==> src/rtl/b64_pkg.sv <==
// Shared types, constants and alphabet functions for the Base64 codec.
package b64_pkg;

	localparam int MAX_RESULTS = 5;

	localparam logic [7:0] PAD_CHAR   = 8'h3D;
	localparam logic [7:0] CHAR_LF    = 8'h0A;
	localparam logic [7:0] CHAR_CR    = 8'h0D;
	localparam logic [7:0] CHAR_SPACE = 8'h20;

	localparam logic [1:0] HELD_TWO = 2'd2;

	typedef enum logic [1:0] {
		KIND_DATA    = 2'd0,
		KIND_END_OK  = 2'd1,
		KIND_END_ERR = 2'd2
	} kind_t;

	// results produced by one input word, slot 0 first
	typedef struct packed {
		logic [2:0]                         count;
		logic [MAX_RESULTS-1:0][7:0]        value;
		kind_t [MAX_RESULTS-1:0]            kind;
	} job_t;

	typedef struct packed {
		logic       valid;
		logic [5:0] value;
	} sextet_t;

	function automatic logic [7:0] enc_char(input logic [5:0] s);
		logic [7:0] c;
		if (s < 6'd26) begin
			c = 8'h41 + {2'b00, s};
		end else if (s < 6'd52) begin
			c = 8'h61 + {2'b00, s - 6'd26};
		end else if (s < 6'd62) begin
			c = 8'h30 + {2'b00, s - 6'd52};
		end else if (s == 6'd62) begin
			c = 8'h2D;
		end else begin
			c = 8'h5F;
		end
		return c;
	endfunction

	// accept both the URL-safe and the standard alphabet
	function automatic sextet_t dec_char(input logic [7:0] c);
		sextet_t r;
		r.valid = 1'b1;
		r.value = 6'd0;
		if (c >= 8'h41 && c <= 8'h5A) begin
			r.value = 6'(c - 8'h41);
		end else if (c >= 8'h61 && c <= 8'h7A) begin
			r.value = 6'(c - 8'h61 + 8'd26);
		end else if (c >= 8'h30 && c <= 8'h39) begin
			r.value = 6'(c - 8'h30 + 8'd52);
		end else if (c == 8'h2D || c == 8'h2B) begin
			r.value = 6'd62;
		end else if (c == 8'h5F || c == 8'h2F) begin
			r.value = 6'd63;
		end else begin
			r.valid = 1'b0;
		end
		return r;
	endfunction

endpackage

==> src/rtl/b64_front.sv <==
// Front end: takes input words, keeps the stream state and builds one job per word.
module b64_front import b64_pkg::*; (
	input  logic       clk,
	input  logic       arst_n,
	input  logic       cfg_we,
	input  logic       cfg_wdata,
	input  logic       accept,
	input  logic [7:0] in_value,
	input  logic       in_last,
	output logic       mode,
	output job_t       job
);

	logic        mode_q;
	logic [15:0] held_q;
	logic [1:0]  held_cnt_q;
	logic [12:0] acc_q;
	logic [2:0]  bc_q;
	logic        err_q;

	logic [15:0] held_d;
	logic [1:0]  held_cnt_d;
	logic [12:0] acc_d;
	logic [2:0]  bc_d;
	logic        err_d;

	logic [23:0] grp;
	logic        skip;
	sextet_t     sx;
	logic [3:0]  bsum;
	logic        have_byte;
	logic [7:0]  dec_byte;

	assign mode = mode_q;

	always_comb begin
		held_d     = held_q;
		held_cnt_d = held_cnt_q;
		acc_d      = acc_q;
		bc_d       = bc_q;
		err_d      = err_q;
		grp        = '0;
		have_byte  = 1'b0;
		dec_byte   = '0;
		bsum       = '0;
		job.count  = '0;
		job.value  = '0;
		job.kind   = {MAX_RESULTS{KIND_DATA}};
		skip = (in_value == PAD_CHAR) || (in_value == CHAR_LF) ||
			(in_value == CHAR_CR) || (in_value == CHAR_SPACE);
		sx = dec_char(in_value);

		if (!mode_q) begin
			if (held_cnt_q >= HELD_TWO) begin
				grp = {held_q, in_value};
				job.value[0] = enc_char(grp[23:18]);
				job.value[1] = enc_char(grp[17:12]);
				job.value[2] = enc_char(grp[11:6]);
				job.value[3] = enc_char(grp[5:0]);
				job.count    = 3'd4;
				held_d       = '0;
				held_cnt_d   = '0;
				if (in_last) begin
					job.kind[4] = KIND_END_OK;
					job.count   = 3'd5;
				end
			end else begin
				held_d     = {held_q[7:0], in_value};
				held_cnt_d = held_cnt_q + 2'd1;
				if (in_last) begin
					// flush the partial group with padding
					if (held_cnt_d == 2'd1) begin
						grp = {held_d[7:0], 16'h0000};
						job.value[0] = enc_char(grp[23:18]);
						job.value[1] = enc_char(grp[17:12]);
						job.value[2] = PAD_CHAR;
					end else begin
						grp = {held_d, 8'h00};
						job.value[0] = enc_char(grp[23:18]);
						job.value[1] = enc_char(grp[17:12]);
						job.value[2] = enc_char(grp[11:6]);
					end
					job.value[3] = PAD_CHAR;
					job.kind[4]  = KIND_END_OK;
					job.count    = 3'd5;
				end
			end
		end else begin
			if (!skip && !err_q) begin
				if (!sx.valid) begin
					err_d = 1'b1;
				end else begin
					acc_d = {acc_q[6:0], sx.value};
					bsum  = {1'b0, bc_q} + 4'd6;
					if (bsum >= 4'd8) begin
						bc_d      = 3'(bsum - 4'd8);
						dec_byte  = 8'(acc_d >> bc_d);
						have_byte = 1'b1;
					end else begin
						bc_d = bsum[2:0];
					end
				end
			end
			if (have_byte) begin
				job.value[0] = dec_byte;
				job.count    = 3'd1;
			end
			if (in_last) begin
				if (have_byte) begin
					job.kind[1] = err_d ? KIND_END_ERR : KIND_END_OK;
					job.count   = 3'd2;
				end else begin
					job.kind[0] = err_d ? KIND_END_ERR : KIND_END_OK;
					job.count   = 3'd1;
				end
			end
		end
	end

	always_ff @(posedge clk or negedge arst_n) begin
		if (!arst_n) begin
			mode_q     <= 1'b0;
			held_q     <= '0;
			held_cnt_q <= '0;
			acc_q      <= '0;
			bc_q       <= '0;
			err_q      <= 1'b0;
		end else if (cfg_we) begin
			// drop any partial stream
			mode_q     <= cfg_wdata;
			held_q     <= '0;
			held_cnt_q <= '0;
			acc_q      <= '0;
			bc_q       <= '0;
			err_q      <= 1'b0;
		end else if (accept) begin
			if (in_last) begin
				held_q     <= '0;
				held_cnt_q <= '0;
				acc_q      <= '0;
				bc_q       <= '0;
				err_q      <= 1'b0;
			end else begin
				held_q     <= held_d;
				held_cnt_q <= held_cnt_d;
				acc_q      <= acc_d;
				bc_q       <= bc_d;
				err_q      <= err_d;
			end
		end
	end

endmodule

==> src/rtl/b64_queue.sv <==
// Job queue between the front end and the result serialiser.
module b64_queue import b64_pkg::*; #(
	parameter int DEPTH = 2
) (
	input  logic clk,
	input  logic arst_n,
	input  logic push,
	input  job_t push_job,
	input  logic pop,
	output job_t head,
	output logic empty,
	output logic full
);

	localparam int PTR_W = (DEPTH > 1) ? $clog2(DEPTH) : 1;
	localparam int CNT_W = $clog2(DEPTH + 1);

	job_t             store_q [DEPTH];
	logic [PTR_W-1:0] wr_ptr_q;
	logic [PTR_W-1:0] rd_ptr_q;
	logic [CNT_W-1:0] cnt_q;

	assign empty = (cnt_q == '0);
	assign full  = (cnt_q == CNT_W'(DEPTH));
	assign head  = store_q[rd_ptr_q];

	always_ff @(posedge clk) begin
		if (push) begin
			store_q[wr_ptr_q] <= push_job;
		end
	end

	always_ff @(posedge clk or negedge arst_n) begin
		if (!arst_n) begin
			wr_ptr_q <= '0;
			rd_ptr_q <= '0;
			cnt_q    <= '0;
		end else begin
			if (push) begin
				wr_ptr_q <= (wr_ptr_q == PTR_W'(DEPTH - 1)) ? '0 : wr_ptr_q + 1'b1;
			end
			if (pop) begin
				rd_ptr_q <= (rd_ptr_q == PTR_W'(DEPTH - 1)) ? '0 : rd_ptr_q + 1'b1;
			end
			if (push && !pop) begin
				cnt_q <= cnt_q + 1'b1;
			end else if (pop && !push) begin
				cnt_q <= cnt_q - 1'b1;
			end
		end
	end

endmodule

==> src/rtl/b64_back.sv <==
// Back end: walks the head job out one result word per cycle while m_ready is high.
module b64_back import b64_pkg::*; (
	input  logic       clk,
	input  logic       arst_n,
	input  job_t       head,
	input  logic       head_valid,
	output logic       pop,
	output logic       m_valid,
	input  logic       m_ready,
	output logic [7:0] m_value,
	output logic [1:0] m_kind,
	output logic       m_last
);

	logic [2:0] idx_q;
	logic       fire;

	assign m_valid = head_valid;
	assign m_value = head.value[idx_q];
	assign m_kind  = head.kind[idx_q];
	assign m_last  = (idx_q == head.count - 3'd1);
	assign fire    = m_valid && m_ready;
	assign pop     = fire && m_last;

	always_ff @(posedge clk or negedge arst_n) begin
		if (!arst_n) begin
			idx_q <= '0;
		end else if (fire) begin
			// advance within the job, rewind once it is done
			idx_q <= m_last ? 3'd0 : idx_q + 3'd1;
		end
	end

endmodule

==> src/rtl/base64_url_codec.sv <==
// Top level: streaming Base64 codec, URL-safe encode and dual-alphabet decode.
// The first result of a word is offered once its job has been registered in the job queue,
// later when the results of jobs already queued ahead of it are still leaving.
// Throughput: one input word per cycle while the job queue has room; results leave at
// one word per cycle while m_axis_tready is high, so a stream runs at the pace of its
// results (encode gives four results per three bytes, up to five on a closing byte).
// Reset: arst_n clears the mode to encode, all stream state and the job queue.
module base64_url_codec import b64_pkg::*; #(
	parameter int QUEUE_DEPTH = 2
) (
	input  logic       clk,
	input  logic       arst_n,
	input  logic       cfg_we,
	input  logic       cfg_wdata,
	input  logic       s_axis_tvalid,
	output logic       s_axis_tready,
	input  logic [7:0] s_axis_tdata,  // [7:0] in_value
	input  logic       s_axis_tlast,
	output logic       m_axis_tvalid,
	input  logic       m_axis_tready,
	output logic [7:0] m_axis_tdata,  // [7:0] out_value
	output logic [1:0] m_axis_tuser,  // [1:0] out_kind
	output logic       m_axis_tlast
);

	logic accept;
	logic push;
	logic pop;
	logic q_empty;
	logic q_full;
	logic mode;
	job_t new_job;
	job_t head_job;

	assign s_axis_tready = !q_full;
	assign accept        = s_axis_tvalid && s_axis_tready;
	assign push          = accept && (new_job.count != 3'd0);

	b64_front u_front (
		.clk       (clk),
		.arst_n    (arst_n),
		.cfg_we    (cfg_we),
		.cfg_wdata (cfg_wdata),
		.accept    (accept),
		.in_value  (s_axis_tdata),
		.in_last   (s_axis_tlast),
		.mode      (mode),
		.job       (new_job)
	);

	b64_queue #(
		.DEPTH (QUEUE_DEPTH)
	) u_queue (
		.clk      (clk),
		.arst_n   (arst_n),
		.push     (push),
		.push_job (new_job),
		.pop      (pop),
		.head     (head_job),
		.empty    (q_empty),
		.full     (q_full)
	);

	b64_back u_back (
		.clk        (clk),
		.arst_n     (arst_n),
		.head       (head_job),
		.head_valid (!q_empty),
		.pop        (pop),
		.m_valid    (m_axis_tvalid),
		.m_ready    (m_axis_tready),
		.m_value    (m_axis_tdata),
		.m_kind     (m_axis_tuser),
		.m_last     (m_axis_tlast)
	);

`ifndef SYNTHESIS
	a_no_overflow: assert property (@(posedge clk) disable iff (!arst_n)
		push |-> !q_full)
		else $error("job queue written while full");

	a_end_is_last: assert property (@(posedge clk) disable iff (!arst_n)
		(m_axis_tvalid && m_axis_tuser != KIND_DATA) |-> m_axis_tlast)
		else $error("stream end word without tlast");

	a_encode_no_error: assert property (@(posedge clk) disable iff (!arst_n)
		(m_axis_tvalid && !mode) |-> (m_axis_tuser != KIND_END_ERR))
		else $error("decode error reported in encode mode");

	a_pop_empties_job: assert property (@(posedge clk) disable iff (!arst_n)
		(pop && !push && q_full) |=> !q_full)
		else $error("queue stayed full after a pop");
`endif

endmodule
==> config.mk <==
export PLATFORM = sky130hd
export DESIGN_NAME = base64_url_codec
export DESIGN_NICKNAME = d
export VERILOG_FILES = /design/src/rtl/b64_pkg.sv /design/src/rtl/b64_front.sv /design/src/rtl/b64_queue.sv /design/src/rtl/b64_back.sv /design/src/rtl/base64_url_codec.sv
export SDC_FILE = /design/constraint.sdc
export NUM_CORES = 1
export LEC_CHECK = 0
export BUFFER_PORTS_ARGS = -buffer_cell sky130_fd_sc_hd__buf_2
export CORE_MARGIN = 2
export CORE_UTILIZATION = 45
export CTS_CLUSTER_SIZE = 16
export DETAILED_ROUTE_END_ITERATION = 7
export GPL_ROUTABILITY_DRIVEN = 0
export PLACE_DENSITY = 0.64
export SETUP_SLACK_MARGIN = 0.2
export SLEW_MARGIN = 10
export SYNTH_ARGS = -nofsm -noshare
export SYNTH_HDL_FRONTEND = slang
export SYNTH_SLANG_ARGS = --single-unit
==> constraint.sdc <==
create_clock -name clk -period 4.2 [get_ports clk]
set_input_delay 0.84 -clock clk [delete_from_list [all_inputs] [get_ports clk]]
set_output_delay 0.84 -clock clk [all_outputs]
set_load 0.02 [all_outputs]
# Word-level counts from Yosys, hierarchy flattened
# Memory sizes are Yosys's and may differ from the RTL's.
# Index checks and enable logic that the tools add are counted.
totals:
  ram_bits: 82
  input_bits: 15
  regBits: 37
  rom_bits: 0
  memories: 1
  latch_bits: 0
op_classes:
  addsub: 59
  shift: 1
  n_mux: 112
  reduce_logical: 31
  n_bitwise: 0
  div_mod_pow: 0
  eq_ne: 19
  multipliers: 0
  order_cmp: 36
mem_list:
  columns: ["name", "words", "width", "rd", "rd_ports_with_merged_regs", "write_ports", "line_no", "source"]
  rows:
  - ["u_queue.store_q", 2, 41, 1, 0, 1, "b64_queue.sv:18", "job_t store_q [DEPTH];"]
op_table:
  columns: ["operator", "count"]
  rows:
  - ["$mux 8", 33]
  - ["$add 7x6->8 const A", 18]
  - ["$lt 6x6->1 const B", 18]
  - ["$mux 7", 13]
  - ["$mux 16", 5]
  - ["$sub 6x6->6 const B", 11]
  - ["$add 6x6->7 const A", 9]
  - ["$lt 6x5->1 const B", 9]
  - ["$sub 6x5->6 const B", 9]
  - ["$mux 24", 2]
  - ["$eq 6x6->1 const B", 7]
  - ["$eq 8x6->1 const B", 5]
  - ["$mux 3", 12]
  - ["$mux 34", 1]
  - ["$mux 32", 1]
  - ["$mux 6", 5]
  - ["$mux 2", 13]
  - ["$bmux 8 s3", 1]
  - ["$mux 1", 23]
  - ["$eq 8x4->1 const B", 2]
  - ["$ge 8x7->1 const B", 2]
  - ["$le 8x7->1 const B", 2]
  - ["$shr 13x3->8", 1]
  - ["$reduce_bool 3->1", 4]
  - ["28 further kinds", 52]

# Longest topological paths before layout
depth:
  depth_word: 19
  mapped_depth: 19

# By module
# Synthesis repeated with hierarchy kept, for this count alone.
hier_totals:
  cells_unflattened: 1143
  area_unflattened_um2: 11258.3
by_module_without_submodules:
  columns: ["mod", "cells_each", "seq_area_each_um2", "instances", "area_each_um2"]
  rows:
  - ["b64_front", 889, 725.7, 1, 6316.1]
  - ["b64_queue", 181, 3283.1, 1, 4261.6]
  - ["b64_back", 69, 75.1, 1, 650.6]
  - ["base64_url_codec", 4, 0.0, 1, 30.0]

# Least setup slack after synthesis
# OpenSTA, ideal clock, no wires.
synth_path:
  path_kind: "input -> register"
  startpoint: "input port s_axis_tdata[5]"
  endpoint: "memory u_queue.store_q[0][0] (netlist bit), enable pin"
  path_buffers: 3
  required_ps: 3758
  setup_time_ps: 442
  t_arrival_ps: 5423
  setup_slack_ps: -1666
  stages: 15
  path_cell_list: "buf_2 > clkinv_1 > ha_1 > and4b_1 > o311a_1 > and2_0 > clkbuf_2 > buf_2 > o31ai_1 > nor2_1 > ha_1 > a21oi_1 > inv_1 > o31a_1 > nor2b_1"
synth_rtl:
  columns: ["item", "line_no", "source"]
  rows:
  - ["from (decl)", "base64_url_codec.sv:17", "input logic [7:0] s_axis_tdata,"]
  - ["to (decl)", "b64_queue.sv:18", null]

==> key figures <==
Routing
  – Final ANT Viol Nets: 0
  – Violation count after the first detailed-routing iteration: 755
  – Number of remaining DRC errors: 0
  – Via count: 8169
  – Detail-routed net length per standard cell: 20.3 um
  – Vias per cell: 5.89
  – First-pass detailed-route iteration total: 5
  – Final wirelength: between 20000 and 30000 um

STA
  – Final setup viols: 0
  – Hold violation count in the final report: 0
  – Pin slew with the least headroom to its limit: 1.01 ns
  – Final Max Tran Viols: 0
  – Unrepaired setup endpoints after global routing: false
  – Worst Skew: around 0.011 ns
  – Maximum operating frequency: 270 MHz
  – Time the worst path needs with I/O delays and setup: about 3.7 ns
  – Worst slew slack as a fraction of its limit: 32.8%
  – Final period util: 88.3%

Synth
  – Synth Area per Inst: 9.23 um^2
  – Yosys synthesis warning count: 0
  – Number of synthesized flops with an enable pin: 80
  – Portion of the post-synthesis area used by sequential elements: 34.6%
  – Number of unique standard cell types used by synthesis: 83
  – Mapped Cells: 1034
  – Biggest area consumer among synthesized cells: sky130_fd_sc_hd__edfxtp_1
  – Fraction of the mapped netlist area in simple logic gates: between 15 and 20%
  – Post-synthesis adder-cell area fraction: 10.6%
  – Post-synthesis async set-or-reset flop share: 31.0%
  – Multiplexer share of the synthesized area: around 7.0%
  – Dominant combinational cell family by area after synthesis: compound AO/OA/AOI/OAI gates
  – Synthesized-area fraction occupied by ao, oa, aoi and oai cells: 19.3%
  – Post-synthesis sequential element count: 116
  – Xor/xnor share of the synthesized area: about 8.9%
  – Area share of the largest cell type after synthesis: 25.2%
  – Predominant post-synthesis flop cell: sky130_fd_sc_hd__edfxtp_1
  – Leading cell types by total area after synthesis: sky130_fd_sc_hd__edfxtp_1 25%, sky130_fd_sc_hd__ha_1 11%, sky130_fd_sc_hd__dfrtp_1 9.4%, sky130_fd_sc_hd__xnor2_1 6.1%, sky130_fd_sc_hd__nand2_1 4.8%
  – Mapped Area: 9540 um^2

Cells and area
  – Final Net Count: 1196
  – Fin cells: between 1000 and 1500
  – Filler cells: 1901
  – Number of diodes added for antenna fixing: 0
  – Share of final-layout standard cells stronger than drive strength 1: 18.7%
  – Area growth from synthesis to final layout: 17.5%
  – Post-route design area: 11200 um^2

Floorplan
  – Initial cell density of the core: 45.7%
  – Height of the die: 150 um
  – Total die area: 22400 um^2
  – IO Count: 28
  – Area of the core: between 20000 and 25000 um^2
  – Width of the chip: roughly 150 um
  – Std-Cell Rows: 53

Global route
  – Layer with the highest usage after global routing: met2
  – Vias in the first global route: 7870
  – Overall global routing resource usage: 25.9%
  – Pin count of the biggest net entering global routing: 41
  – Met2 routing resource usage after global routing: 41.4%
  – Overall overflow remaining after global route: 0
  – Met3 GRT Util: 6.04%
  – Number of antenna violations at the first check in global routing: 1
  – First-pass GRT wire length: 43800 um
  – GR Util met1: between 30% and 40%

Power
  – Overall power: ~4.9 mW
  – Leakage power summed over all cells: 4.35 nW
  – Peak VDD IR: 0.268 mV
  – Power per unit of standard cell area: 435 nW/um^2

Clock network
  – Maximum root-to-sink buffer count: 2
  – CTS Root Cell: sky130_fd_sc_hd__clkbuf_16
  – Total number of clock tree sinks: ~120
  – Hold buffers post-CTS: 0
  – Total number of H-tree levels: 4
  – Inserted Clock Buffers: 17
  – Clock slew at the register clock pins of the worst setup and hold paths: 0.06 ns
  – TritonCTS clock tree: yes
  – Clock network latency to the later pin of the worst-skew pair: 0.43 ns

Worst setup path
  – Arrival time of data at the critical path endpoint: around 4.1 ns
  – Crit start category: primary input
  – Worst setup path category: primary input to flip-flop
  – Peak fanout along the critical path: 4
  – Required time at the endpoint of the critical path: 4.55 ns
  – Endpoint type of the worst setup path: flip-flop

Run status
  – Outcome: finished, final reports clean

Job
  – Count of maximum capacitance violations: 0

Placed design
  – HPWL reported at the end of detailed placement: 21400 um
  – Number of instances in the placed design: 1355
  – Placed cell area: 10600 um^2
  – Port Buffer Count: 27

Worst hold path
  – Worst min path class: flip-flop to flip-flop
## registers in the layout, indices dropped and copies added, names as in the netlist, 2 cells and up
| name | cells |
|---|---|
| u_front.acc_q | 7 |
| u_back.idx_q | 3 |
| u_front.held_cnt_q | 2 |
| u_front.held_q | 16 |
| u_queue.cnt_q | 2 |
| u_front.bc_q | 2 |
| u_queue.store_q | 80 |
## Yosys cell counts, types with 3 or more instances
cell and n:
sky130_fd_sc_hd__a22o_1 3, sky130_fd_sc_hd__nor2_1 69, sky130_fd_sc_hd__nand2b_1 15, sky130_fd_sc_hd__o21ai_0 74
sky130_fd_sc_hd__a211oi_1 16, sky130_fd_sc_hd__a32o_1 3, sky130_fd_sc_hd__nor3_1 14, sky130_fd_sc_hd__clkinv_1 3
sky130_fd_sc_hd__and3_1 4, sky130_fd_sc_hd__or3_1 3, sky130_fd_sc_hd__a2111o_1 3, sky130_fd_sc_hd__nor2b_1 15
sky130_fd_sc_hd__dfrtp_1 36, sky130_fd_sc_hd__a22oi_1 4, sky130_fd_sc_hd__a211o_1 4, sky130_fd_sc_hd__a21oi_1 73
sky130_fd_sc_hd__clkbuf_1 51, sky130_fd_sc_hd__xnor2_1 67, sky130_fd_sc_hd__mux2i_1 22, sky130_fd_sc_hd__xor2_1 30
sky130_fd_sc_hd__inv_1 34, sky130_fd_sc_hd__or2_2 5, sky130_fd_sc_hd__a21o_1 8, sky130_fd_sc_hd__buf_2 9
sky130_fd_sc_hd__mux4_2 19, sky130_fd_sc_hd__nand2_1 122, sky130_fd_sc_hd__o21a_1 3, sky130_fd_sc_hd__edfxtp_1 80
sky130_fd_sc_hd__a311oi_1 5, sky130_fd_sc_hd__ha_1 81, sky130_fd_sc_hd__a221oi_1 6, sky130_fd_sc_hd__a2111oi_0 5
sky130_fd_sc_hd__nor3b_1 6, sky130_fd_sc_hd__o211ai_1 9, sky130_fd_sc_hd__o311ai_0 4, sky130_fd_sc_hd__a31oi_1 10
sky130_fd_sc_hd__nand3_1 29, sky130_fd_sc_hd__and2_1 8, sky130_fd_sc_hd__o22ai_1 3, sky130_fd_sc_hd__o2bb2ai_1 3
sky130_fd_sc_hd__buf_1 3, sky130_fd_sc_hd__o31ai_1 7, sky130_fd_sc_hd__nand4_1 13
## through the flow
stage	worst slack (ns)	hold slack, ns	setup TNS, ns	util, %
global placement	-0.134	0.473	-5.30	50.8
CTS	0.285	0.491	0	53.6
detailed placement	-0.153	0.484	-6.05	50.8
global route	0.361	0.514	0	53.7
floorplan	0.165	0.455	0	-
finish	0.493	0.492	0	53.7
## critical path: stages
cell,delay [ns]
sky130_fd_sc_hd__buf_2,0.19
sky130_fd_sc_hd__ha_1,0.24
sky130_fd_sc_hd__inv_1,0.08
sky130_fd_sc_hd__a32o_2,0.28
sky130_fd_sc_hd__a311o_4,0.39
sky130_fd_sc_hd__o31ai_4,0.30
sky130_fd_sc_hd__nor2_1,0.12
sky130_fd_sc_hd__ha_1,0.30
sky130_fd_sc_hd__a21oi_1,0.14
sky130_fd_sc_hd__inv_1,0.07
sky130_fd_sc_hd__o31a_1,0.33
sky130_fd_sc_hd__buf_4,0.16
sky130_fd_sc_hd__ha_1,0.20
sky130_fd_sc_hd__xor2_1,0.14
sky130_fd_sc_hd__nor2_1,0.11
sky130_fd_sc_hd__xor2_1,0.15
## cells by family after synthesis
logic type,after synthesis
buffers and inverters,102
other,1
AND/OR/NAND/NOR,314
flip-flops,116
XOR/XNOR,97
AO/OA/AOI/OAI,280
adder cells (fa/ha/maj),81
multiplexers,43
## layout make-up
type,count,area [um^2],area share (%)
clock inverter,15,173,1.54
sequential,116,3300,29.4
inverter,38,190,1.70
tap,275,344,3.07
multi-input combinational,818,6010,53.5
clock buffer,17,425,3.79
timing repair buffer,109,776,6.92
## power by group
| part | switching [mW] | internal, mW | total (mW) |
|---|---|---|---|
| clock network | 0.592 | 0.889 | 1.48 |
| registers | 0.207 | 1.44 | 1.65 |
| logic | 0.998 | 0.747 | 1.75 |
| total | 1.80 | 3.08 | 4.88 |
## layout by cell type (no fill, tap or decap), drive strengths merged, types with 36 or more instances in the layout
cell type  Yosys  layout
dfrtp         36      36
edfxtp        80      80
o21ai         76      76
nor2          70      70
nand2        122     122
a21oi         75      75
xnor2         67      67
buf           12     109
inv           35      41
ha            81      81
## repair_timing
action	in CTS	in global routing
gates resized for setup	0	1
buffers inserted	0	0
setup endpoints to repair	0	40
## final timing paths
kind	from	cells past startpoint	slack, ns	to
hold / removal	u_queue.cnt_q[1]	1	0.49	u_queue.cnt_q[1]
hold reg to reg	u_queue.cnt_q[1]	1	0.49	u_queue.cnt_q[1]
setup reg to reg	u_front.held_q[6]	7	1.02	u_queue.store_q[1][15]
min in group asynchronous	arst_n	1	0.54	u_back.idx_q[0]
max in group asynchronous	arst_n	1	3.05	u_front.held_q[7]
setup / recovery	s_axis_tdata[2]	16	0.49	u_queue.cnt_q[1]
## metal layers
metal,wire [um],part of all wire (%),vias to the layer above
li1,-,-,3907
met2,13300,47,283
met5,10,0.036,-
met4,742,2.6,2
met1,12000,43,3925
met3,2060,7.3,52
Note: power is estimated with default switching activity, not from simulation.
